### config.mk
export PLATFORM = sky130hd
export DESIGN_NAME = cbpg_ctrl
export DESIGN_NICKNAME = d
export VERILOG_FILES = /design/src/rtl/cbpg_pkg.sv /design/src/rtl/cbpg_ctrl.sv
export SDC_FILE = /design/constraint.sdc
export NUM_CORES = 1
export LEC_CHECK = 0
export BUFFER_PORTS_ARGS = -buffer_cell sky130_fd_sc_hd__buf_2
export CAP_MARGIN = 20
export CORE_UTILIZATION = 45
export DETAILED_ROUTE_END_ITERATION = 16
export GPL_TIMING_DRIVEN = 0
export PLACE_DENSITY = 0.75
export SLEW_MARGIN = 10
export SYNTH_ARGS = -nofsm -noshare
export SYNTH_HDL_FRONTEND = slang
export SYNTH_SLANG_ARGS = --single-unit
### constraint.sdc
create_clock -name i_clk -period 2 [get_ports i_clk]
set_input_delay 0.2 -clock i_clk [delete_from_list [all_inputs] [get_ports i_clk]]
set_output_delay 0.2 -clock i_clk [all_outputs]
set_load 0.02 [all_outputs]
### src/rtl/cbpg_pkg.sv
// ----------------------------------------------------------------------------
// cbpg_pkg
// widths, command and status types shared by the bezier point generator
// ----------------------------------------------------------------------------
package cbpg_pkg;

    localparam int COORD_W    = 24;
    localparam int NUM_COORDS = 8;
    localparam int CNT_W      = 7;
    localparam int MAX_POINTS = 64;

    localparam int IN_DATA_W  = ((NUM_COORDS * COORD_W + CNT_W + 7) / 8) * 8;
    localparam int OUT_DATA_W = ((2 * COORD_W + 7) / 8) * 8;

    localparam int IDX_W  = $clog2(MAX_POINTS + 1);
    localparam int T_FRAC = 16;
    localparam int T_W    = T_FRAC + 1;
    localparam int DVD_W  = IDX_W + T_FRAC;
    localparam int DCNT_W = $clog2(DVD_W);

    typedef enum logic [2:0] {
        ST_IDLE,
        ST_START,
        ST_DIV,
        ST_WGT,
        ST_MAC,
        ST_OUT
    } t_state;

    // weight unit operations, in issue order
    typedef enum logic [2:0] {
        WOP_UU = 3'd0,
        WOP_TT = 3'd1,
        WOP_W0 = 3'd2,
        WOP_W1 = 3'd3,
        WOP_W2 = 3'd4,
        WOP_W3 = 3'd5
    } t_wop;

    typedef struct packed {
        logic       load;
        logic       t_zero;
        logic       t_div;
        logic       div_start;
        logic       wgt_en;
        t_wop       wop;
        logic       mac_en;
        logic       mac_clr;
        logic [1:0] mac_k;
        logic       out_wr;
    } t_dp_cmd;

    typedef struct packed {
        logic run_empty;
        logic idx_zero;
        logic idx_last;
        logic div_done;
        logic out_free;
    } t_dp_stat;

endpackage

### src/rtl/cbpg_ctrl.sv
// ----------------------------------------------------------------------------
// cbpg_ctrl
// sequencer: per point runs divide (skipped for the first point), weight, multiply-accumulate and output
// ----------------------------------------------------------------------------
module cbpg_ctrl import cbpg_pkg::*; (
    input  logic     i_clk,
    input  logic     i_rst_n,
    input  logic     i_s_valid,
    input  t_dp_stat i_stat,
    output logic     o_s_ready,
    output t_dp_cmd  o_cmd
);

    localparam int STEP_W   = 3;
    localparam int WGT_LAST = 5;
    localparam int MAC_LAST = 3;

    t_state            r_state;
    t_state            n_state;
    logic [STEP_W-1:0] r_step;
    logic [STEP_W-1:0] n_step;

    always_ff @(posedge i_clk) begin
        if (!i_rst_n) begin
            r_state <= ST_IDLE;
            r_step  <= '0;
        end else begin
            r_state <= n_state;
            r_step  <= n_step;
        end
    end

    always_comb begin
        n_state   = r_state;
        n_step    = r_step;
        o_s_ready = 1'b0;
        o_cmd     = '0;
        unique case (r_state)
            ST_IDLE: begin
                o_s_ready = 1'b1;
                if (i_s_valid) begin
                    o_cmd.load = 1'b1;
                    n_state    = ST_START;
                end
            end
            ST_START: begin
                if (i_stat.run_empty) begin
                    n_state = ST_IDLE;
                end else if (i_stat.idx_zero) begin
                    // first point sits at t = 0, no divide needed
                    o_cmd.t_zero = 1'b1;
                    n_state      = ST_WGT;
                    n_step       = '0;
                end else begin
                    o_cmd.div_start = 1'b1;
                    n_state         = ST_DIV;
                end
            end
            ST_DIV: begin
                if (i_stat.div_done) begin
                    o_cmd.t_div = 1'b1;
                    n_state     = ST_WGT;
                    n_step      = '0;
                end
            end
            ST_WGT: begin
                o_cmd.wgt_en = 1'b1;
                o_cmd.wop    = t_wop'(r_step);
                if (r_step == STEP_W'(WGT_LAST)) begin
                    n_state = ST_MAC;
                    n_step  = '0;
                end else begin
                    n_step = r_step + STEP_W'(1);
                end
            end
            ST_MAC: begin
                o_cmd.mac_en  = 1'b1;
                o_cmd.mac_clr = (r_step == '0);
                o_cmd.mac_k   = r_step[1:0];
                if (r_step == STEP_W'(MAC_LAST)) begin
                    n_state = ST_OUT;
                    n_step  = '0;
                end else begin
                    n_step = r_step + STEP_W'(1);
                end
            end
            ST_OUT: begin
                if (i_stat.out_free) begin
                    o_cmd.out_wr = 1'b1;
                    n_state      = i_stat.idx_last ? ST_IDLE : ST_START;
                end
            end
            default: begin
                n_state = ST_IDLE;
            end
        endcase
    end

endmodule

======== After elaboration in Yosys (flattened, before gate mapping) ========
Index checks and enable logic that the tools add are counted.
storage, ports and cells
  output and inout bits ................... 14
  input bits .............................. 8
  register bits after elaboration ......... 6
  logic and storage cells ................. 52
operators by class
  add/subtract/negate cells ............... 1
  reductions and logical operators ........ 5
  muxes and demuxes ....................... 30
  equality and inequality tests ........... 14
operator list
  cell                 number
  $mux 3               11
  $pmux 3 s6           1
  $mux 1               15
  $ne 2x2->1 const B   7
  $pmux 3 s4           1
  $eq 3x2->1 const B   3
  $eq 3x3->1 const B   3
  $mux 4               2
  $logic_not 3->1      2
  $reduce_and 5->1     1
  $reduce_and 4->1     1
  $reduce_bool 4->1    1
  $add 3x1->3 const B  1
  $eq 3x1->1 const B   1

======== Longest topological paths before layout ========
Gate-level depths: netlist of the first run.
  depth after elaboration ................. 3
  mapped depth ............................ 6
  gate-level depth less buffers ........... 6

======== Worst setup path after synthesis of the first run ========
Ideal clock, no wire load.
  path kind ............................... register to output
  start point ............................. register r_state[2]
  end point ............................... output o_cmd[3] in the netlist's numbering
  setup slack ............................. 417 ps
  required time ........................... 1800 ps
  arrival ................................. 1383 ps
  buffers on the path ..................... 2
  stages on the path, launching flop included .. 6
  cell sequence ........................... dfxtp_1 -> buf_6 -> or3b_1 -> buf_6 -> inv_1 -> and3_1
RTL lines
  element                 RTL line         source
  from (decl)             cbpg_ctrl.sv:18  t_state r_state;
  from (signal assigned)  cbpg_ctrl.sv:28  r_state <= n_state;
  to (decl)               cbpg_ctrl.sv:11  output t_dp_cmd o_cmd

==> results.txt, run 1 <==
The flow ran to the end, and the final reports show no timing, DRC or antenna violations. Maximum level of the CTS H-tree: 1. Leaving out fill and tap cells, the most frequent cell in the layout is sky130_fd_sc_hd__buf_2. The slew at the pin with the worst max-slew slack is 349 ps. The synthesized design devotes to its leading area cell type 20.5% of total area.

The detailed placement HPWL was 979 um. For met1 alone, demand over resource in global routing was 26.0%. The antenna diode instance count is 0, and the total of fill cells in the finished design is 104.

Clock tree synthesis selected as its root buffer the cell sky130_fd_sc_hd__clkbuf_4. The floorplan has 12 rows. The via count of the first global-routing pass is 463, and the number of input and output port buffers inserted is 21.

Setup repair after global routing left no endpoint under its margin. The total clock sinks is 6, and the multi-input gate area in the final layout is 402 um2. In the layout the commonest cells are sky130_fd_sc_hd__buf_2 (24), sky130_fd_sc_hd__nor2_1 (8), sky130_fd_sc_hd__inv_1 (7). Counting every instance in the synthesized netlist gives 73.

For the number of post-CTS setup repair buffers, the log shows 0. Once the clock tree was built, the resizer swapped 0 gates to a different size. The tools report the reported leakage power as 0.377 nW.

The die covers 0.00145 mm2. The cell area power density is 508 mW/mm2, and the maximum count of clock buffers along a single path is 2. The sequential cell area in the final layout came out at 120 um2. Max-cap violations in this run came to 0. The tools report the peak ir drop on the vdd network as 303 uV. The logs give 0 for the hold-fix buffer count after cts and 460 ps for the placement-stage worst setup slack.

The met2 track demand over resource in global routing was 27.1%. The tools report the remaining max-slew budget at the tightest pin as 76.4%. The clock skew after layout was 5.37 ps; the largest net degree at the start of global routing was 11.

The worst path meets setup with 185 ps of slack. Number of vias after detailed routing: 600. In this run, the number of DRC markers left after iteration 0 of detailed routing was 22. The first detailed-routing pass took 4 iterations. After clock tree synthesis, the clock-pin slew on the worst setup and hold paths is 50 ps. The detailed-route wire length per cell is 11.2 um, and the initial cell density of the core is 50.6%.

The first global-routing pass estimated 1940 um of wire. Yosys mapped a number of flops with a built-in enable equal to 0. TritonCTS created 3 clock buffers. Compared with the post-synthesis result, the final layout area differs by 24.8%. The minimum hold slack was 237 ps; the arrival time of the worst setup path was 1620 ps. The total count of max-transition violations in the final report is 0, and the final hold violation count is 0. For this run, asynchronously set or reset flops after synthesis account for 0%. The worst setup path is launched from a flip-flop. The share of total power dissipated in combinational logic is 32.4%. Library cell with the largest summed area after synthesis: sky130_fd_sc_hd__dfxtp_1.

In this run the worst path has a maximum fanout of 10. For the number of setup violations in the final report, the log shows 0. The fraction of power spent switching nets was 34.0%. The kind of end point of the critical path is an output port. Kind of critical path: reg2out. For this run, global-route usage on met3 was measured as 8.72%. The count of nets left with antenna violations once routing finished came out at 0. The number of antenna violations at the first check in global routing came out at 0. For this run, the leading register cell type out of synthesis is sky130_fd_sc_hd__dfxtp_1. For the finished layout, the period the worst path requires is 1820 ps. The tools report the total power consumption of the routed design as 0.371 mW.

22 I/O pins were placed. Dividing the final minimum period by the clock period gives 90.8%. Routability-driven placement finished with a final weighted congestion of 0.860. X dimension of the die: 38.1 um. In this run the worst hold path is classified as in2reg.

The die height is 38.1 um. The core region is 0.00116 mm2. By area the synthesized netlist is led by sky130_fd_sc_hd__dfxtp_1 (21%), sky130_fd_sc_hd__ha_1 (11%), sky130_fd_sc_hd__nor2_1 (5.1%), sky130_fd_sc_hd__o2bb2ai_4 (4.7%), sky130_fd_sc_hd__inv_1 (4.5%). At the worst endpoint, the required time is 1800 ps.

TritonCTS built the clock tree. Summed over all nets, the switching power comes to 0.126 mW. Internal power consumption: 0.245 mW. After detailed routing, the number of vias per cell comes to 5.41. Each instance of the synthesized netlist takes up on average 8.02 um2. The distinct cell type count of the synthesized netlist was 33; the number of register bits inferred by synthesis was 6. Yosys printed 0 warnings. After synthesis, flip-flops and latches occupy 20.5% of the total area. Derived from the worst setup path, the maximum achievable clock frequency is 0.551 GHz. Most utilized layer in the global route result: met2.

Count of nets after finishing: 112. The sum of negative setup slack came out at 0 ps. The total congestion overflow was 0. The part of the total power dissipated in sequential elements was 35.4%.

The global-route usage over all layers is 20.0%, and the post-synthesis instance area is 586 um2. The run gives 260 ps as the latest clock arrival within the worst-skew pair. In the routed design, unresolved DRC markers number 0.

The number of nets in the synthesized netlist is 86. The clock network is responsible for 32.3% of the overall power. The fraction of layout instances using a drive strength above 1 is 34.0%.

The final layout contains routed wiring with a total length of 1250 um.
per-layer routing:
layer | part of all wire, % | wire length, um
met1 | 46 | 575
met2 | 47 | 581
met3 | 5.1 | 64
met4 | 2.2 | 27
met5 | 0 | 0
path summary, 6_finish.rpt:
kind,startpoint,endpoint,slack (ps),cells past startpoint
max,r_state[2],o_cmd[3],180,6
min,i_rst_n,r_state[0],240,3
min reg2reg,r_step[2],r_step[2],530,2
max reg2reg,r_state[2],r_state[1],490,6
critical path: stages, from the launching register on:
cell and delay [ps]:
sky130_fd_sc_hd__dfxtp_1 330, sky130_fd_sc_hd__buf_6 130, sky130_fd_sc_hd__or3b_1 360, sky130_fd_sc_hd__buf_6 150, sky130_fd_sc_hd__inv_1 80, sky130_fd_sc_hd__and3_1 150, sky130_fd_sc_hd__buf_2 150
state kept, by name (all words and copies together) (netlist names):
name     count
r_state      3
r_step       3
power by group through the flow:
stage	Clock [mW]	Combinational [mW]	Sequential (mW)
6_report	0.120	0.120	0.131
5_1_grt	0.132	0.132	0.132
4_1_cts	0.123	0.120	0.132
3_5_place_dp	0	0.119	0.134
3_3_place_gp	0	0.119	0.133
2_1_floorplan	0	0.0877	0.132
synthesized netlist by cell type, drive strengths merged, types with 2 or more instances:
cell type  number
dfxtp           6
and2            4
ha              5
nand2           6
nor3            2
nand2b          2
a21oi           3
and3            2
inv             7
buf             5
a32oi           2
a31oi           2
nor2            8
per-stage QoR:
| stage | utilization (%) | instances | area (um2) |
|---|---|---|---|
| after floorplan | - | 73 | 586 |
| after global placement | 61.3 | 108 | 708 |
| after detailed placement | 61.3 | 108 | 708 |
| after CTS | 63.2 | 111 | 731 |
| after global routing | 63.2 | 111 | 731 |
| final | 63.2 | 111 | 731 |
final cells by class:
type,instances,share of cell area [%]
plain buffers,5,5.14
clock buffers,3,3.08
inverters,7,3.60
multi-input cells,55,55.0
flip-flops and latches,6,16.4
well taps,14,2.40
repair buffers,21,14.4
cells by family after synthesis:
group	synth area share (%)
compound gates	26.1
fa+ha+maj	10.7
buf+inv	10.9
flops	20.5
mux	1.71
simple gates	30.1
No activity file was read; power rests on OpenSTA's default activity.
==> inputs of run 2 (changes only) <==
- CELL_PAD_IN_SITES_DETAIL_PLACEMENT: default -> 1
- CELL_PAD_IN_SITES_GLOBAL_PLACEMENT: default -> 2
- CORE_UTILIZATION: 45 -> 25
- PLACE_DENSITY: 0.75 -> 0.76
==> run 2 against run 1 <==
Compared with the run above:
- worst hold slack improved by 14 ps
- critical endpoint unchanged
- cell count is 13% higher
- combinational power hardly changed
==> results.txt, run 2 (synthesized netlist as in run 1, its figures left out) <==
The share of total power in the clock network was 30.1% (-2.2 points). The run gives 6 (unchanged) as the total clock sinks. The final routed DRC violation total is 0 (unchanged). The die height came out at 50.4 um (+32%).

The logs give 0.696 (-19%) for the placer congestion estimate and 0 (unchanged) for the hold-fix buffer count after cts. For the total of cells resized after clock tree synthesis, the log shows 0 (unchanged). The final antenna-violating net count was 0 (unchanged); the clock input transition at the sequential cells of the worst setup and hold paths was 40 ps (about the same). The tools report the buffer cell driving the clock tree root as sky130_fd_sc_hd__clkbuf_4. Fraction of layout instances using a drive strength above 1: 34.0% (unchanged). In this run the worst setup path terminates at o_cmd[3]. The logs give 1 (unchanged) for the maximum level of the CTS H-tree and 26.5% (-24 points) for the initial cell density of the core.

The largest registers in the layout are r_state (3), r_step (3). The top cell types in the final layout, fill and taps aside, are sky130_fd_sc_hd__buf_2 (24), sky130_fd_sc_hd__nor2_1 (8), sky130_fd_sc_hd__inv_1 (7). The run gives 588 (-2.0%) as the number of vias after detailed routing.

Met2 track demand over resource in global routing: 19.6% (-7.6 points). Setup repair after global routing left no endpoint under its margin. The tools report the launch point of the worst path as r_state[2].

The switching power was 0.118 mW (-6.4%); the remaining max-slew budget at the tightest pin was 73.7% (-2.7 points). The logic depth of the worst register-to-register path was 6 (unchanged). The largest net degree at the start of global routing is 11 (unchanged).

The flow ran to the end, and the final reports show no timing, DRC or antenna violations. The maximum count of clock buffers along a single path was 2 (unchanged); the final hold violation count was 0 (unchanged). The placement-stage worst setup slack is 450 ps (-10.8 ps). The total clock buffers created by CTS is 3 (unchanged). Part of the total power dissipated in sequential elements: 36.3% (+0.9 points). The I/O pin total was 22 (unchanged); the time the final worst path needs with I/O delays and setup was 1790 ps (-20.4 ps). The tools report the worst flop-to-flop path endpoint as r_state[1]. For the standard-cell row count, the log shows 17 (+5). The worst setup path is of the reg2out kind. The peak ir drop on the vdd network is 200 uV (-34%), and the worst setup slack for register-to-register paths is 480 ps (about the same). The run gives 0.244 mW (-0.20%) as the internal power consumption. TritonCTS built the clock tree.

The maximum fanout along the worst path is 10 (unchanged). The path class of the lowest-slack min-delay path was in2reg. The reported max-cap violation count is 0 (unchanged), and the detailed-router iteration count before antenna repair is 4 (unchanged). The worst setup path is launched from a flip-flop. The logs give 240 ps (-20 ps) for the latest clock arrival within the worst-skew pair and 2420 um (+25%) for the global-route wire length before repair. The x dimension of the die was 50.4 um (+32%); the cell area power density was 485 mW/mm2 (-4.6%).

Sum of negative setup slack: 0 ps (unchanged). The most utilized layer in the global route result is met2. The part of the cycle the worst path needs works out to 89.7% (-1.0 points).

The number of input and output port buffers inserted was 21 (unchanged); the relative area change from synthesis to final layout was 27.8%. The global-route usage over all layers is 12.5% (-7.5 points), and the slew at the pin with the worst max-slew slack is 389 ps (+39.8 ps). The count of nets after finishing is 112 (unchanged), and the detailed placement HPWL is 1150 um (+17%). The startpoint of the worst register-to-register path was r_state[2]. The antenna diode instance count is 0 (unchanged). Final worst slack: 205 ps (+20.4 ps). For the total count of max-transition violations in the final report, the log shows 0 (unchanged).

STA classifies the critical path endpoint as an output port. Leaving out fill and tap cells, the most frequent cell in the layout is sky130_fd_sc_hd__buf_2. The upper clock frequency limit was 0.557 GHz (+1.1%); the sum of routed wire length over all layers was 1410 um (+13%).

The logs give 0 (unchanged) for the number of post-CTS setup repair buffers and 3.64% (-5.1 points) for the global routing met3 resource utilization. The first-iteration detailed-routing DRC count was 7 (-68%); the total congestion overflow was 0 (unchanged). The area of the die was 0.00254 mm2 (+75%). The logs give 0.00221 mm2 (+91%) for the placeable core region and 0 (unchanged) for the number of antenna violations at the first check in global routing. The reported leakage power came out at 0.377 nW (unchanged). The detailed-route wire length per cell is 11.3 um (+0.47%), and the routed via count divided by cell count is 4.70 (-13%). The fraction of power spent switching nets works out to 32.6% (-1.4 points).

The run gives 33.6% (+1.2 points) as the portion of total power attributed to combinational logic. The required time of the critical path came out at 1800 ps (about the same). The clock skew after layout was 1.78 ps (-3.59 ps).

The logs give 550 (+19%) for the via count of the first global-routing pass and 1590 ps (-30 ps) for the arrival time of the worst setup path. The number of setup violations in the final report is 0 (unchanged), and the met1 capacity usage during global routing is 16.8% (-9.1 points).
==> run 2: per-stage QoR <==
stage | utilization (%) | instance area, um2 | hold WS [ps] | power [mW] | instances
5_1_grt | 33.8 | 748 | 253 | 0.395 | 125
4_1_cts | 33.8 | 748 | 243 | 0.371 | 125
3_5_place_dp | 32.8 | 726 | 492 | 0.257 | 122
6_report | 33.8 | 748 | 251 | 0.363 | 125
2_1_floorplan | - | 586 | 342 | 0.220 | 73
3_3_place_gp | 32.8 | 726 | 493 | 0.255 | 122
==> run 2: cell type report <==
type | instances | area (um2)
Fill cell | 279 | 1460
Timing Repair Buffer | 21 | 105
Sequential cell | 6 | 120
Tap cell | 28 | 35.0
Inverter | 7 | 26.3
Clock buffer | 3 | 22.5
Buffer | 5 | 37.5
Multi-Input combinational cell | 55 | 402
==> run 2: worst min path at each step <==
stage | from | endpoint | slack [ps] | cells after the start
floorplan | i_rst_n | r_state[1] | 340 | 1
global route | i_rst_n | r_state[1] | 250 | 2
finish | i_rst_n | r_state[1] | 250 | 2
global placement | i_rst_n | r_state[1] | 490 | 2
CTS | i_rst_n | r_state[1] | 240 | 2
detailed placement | i_rst_n | r_state[1] | 490 | 2
==> run 2: power groups by stage <==
stage	Sequential, mW	Combinational [mW]	Clock, mW
after global placement	0.133	0.122	0
after floorplan	0.132	0.0877	0
after detailed placement	0.134	0.123	0
after global routing	0.133	0.137	0.126
final	0.132	0.122	0.109
after CTS	0.132	0.123	0.116
==> run 2: worst max-delay path: stages (launching register included) <==
cell,delay [ps]
sky130_fd_sc_hd__dfxtp_1,330
sky130_fd_sc_hd__buf_6,130
sky130_fd_sc_hd__or3b_1,360
sky130_fd_sc_hd__buf_6,150
sky130_fd_sc_hd__inv_1,80
sky130_fd_sc_hd__and3_1,150
sky130_fd_sc_hd__buf_2,150
==> run 2: metal layers <==
layer	wire length (um)	part of all wire, %
met4	0	0
met3	41	2.9
met1	711	50
met2	660	47
met5	0	0
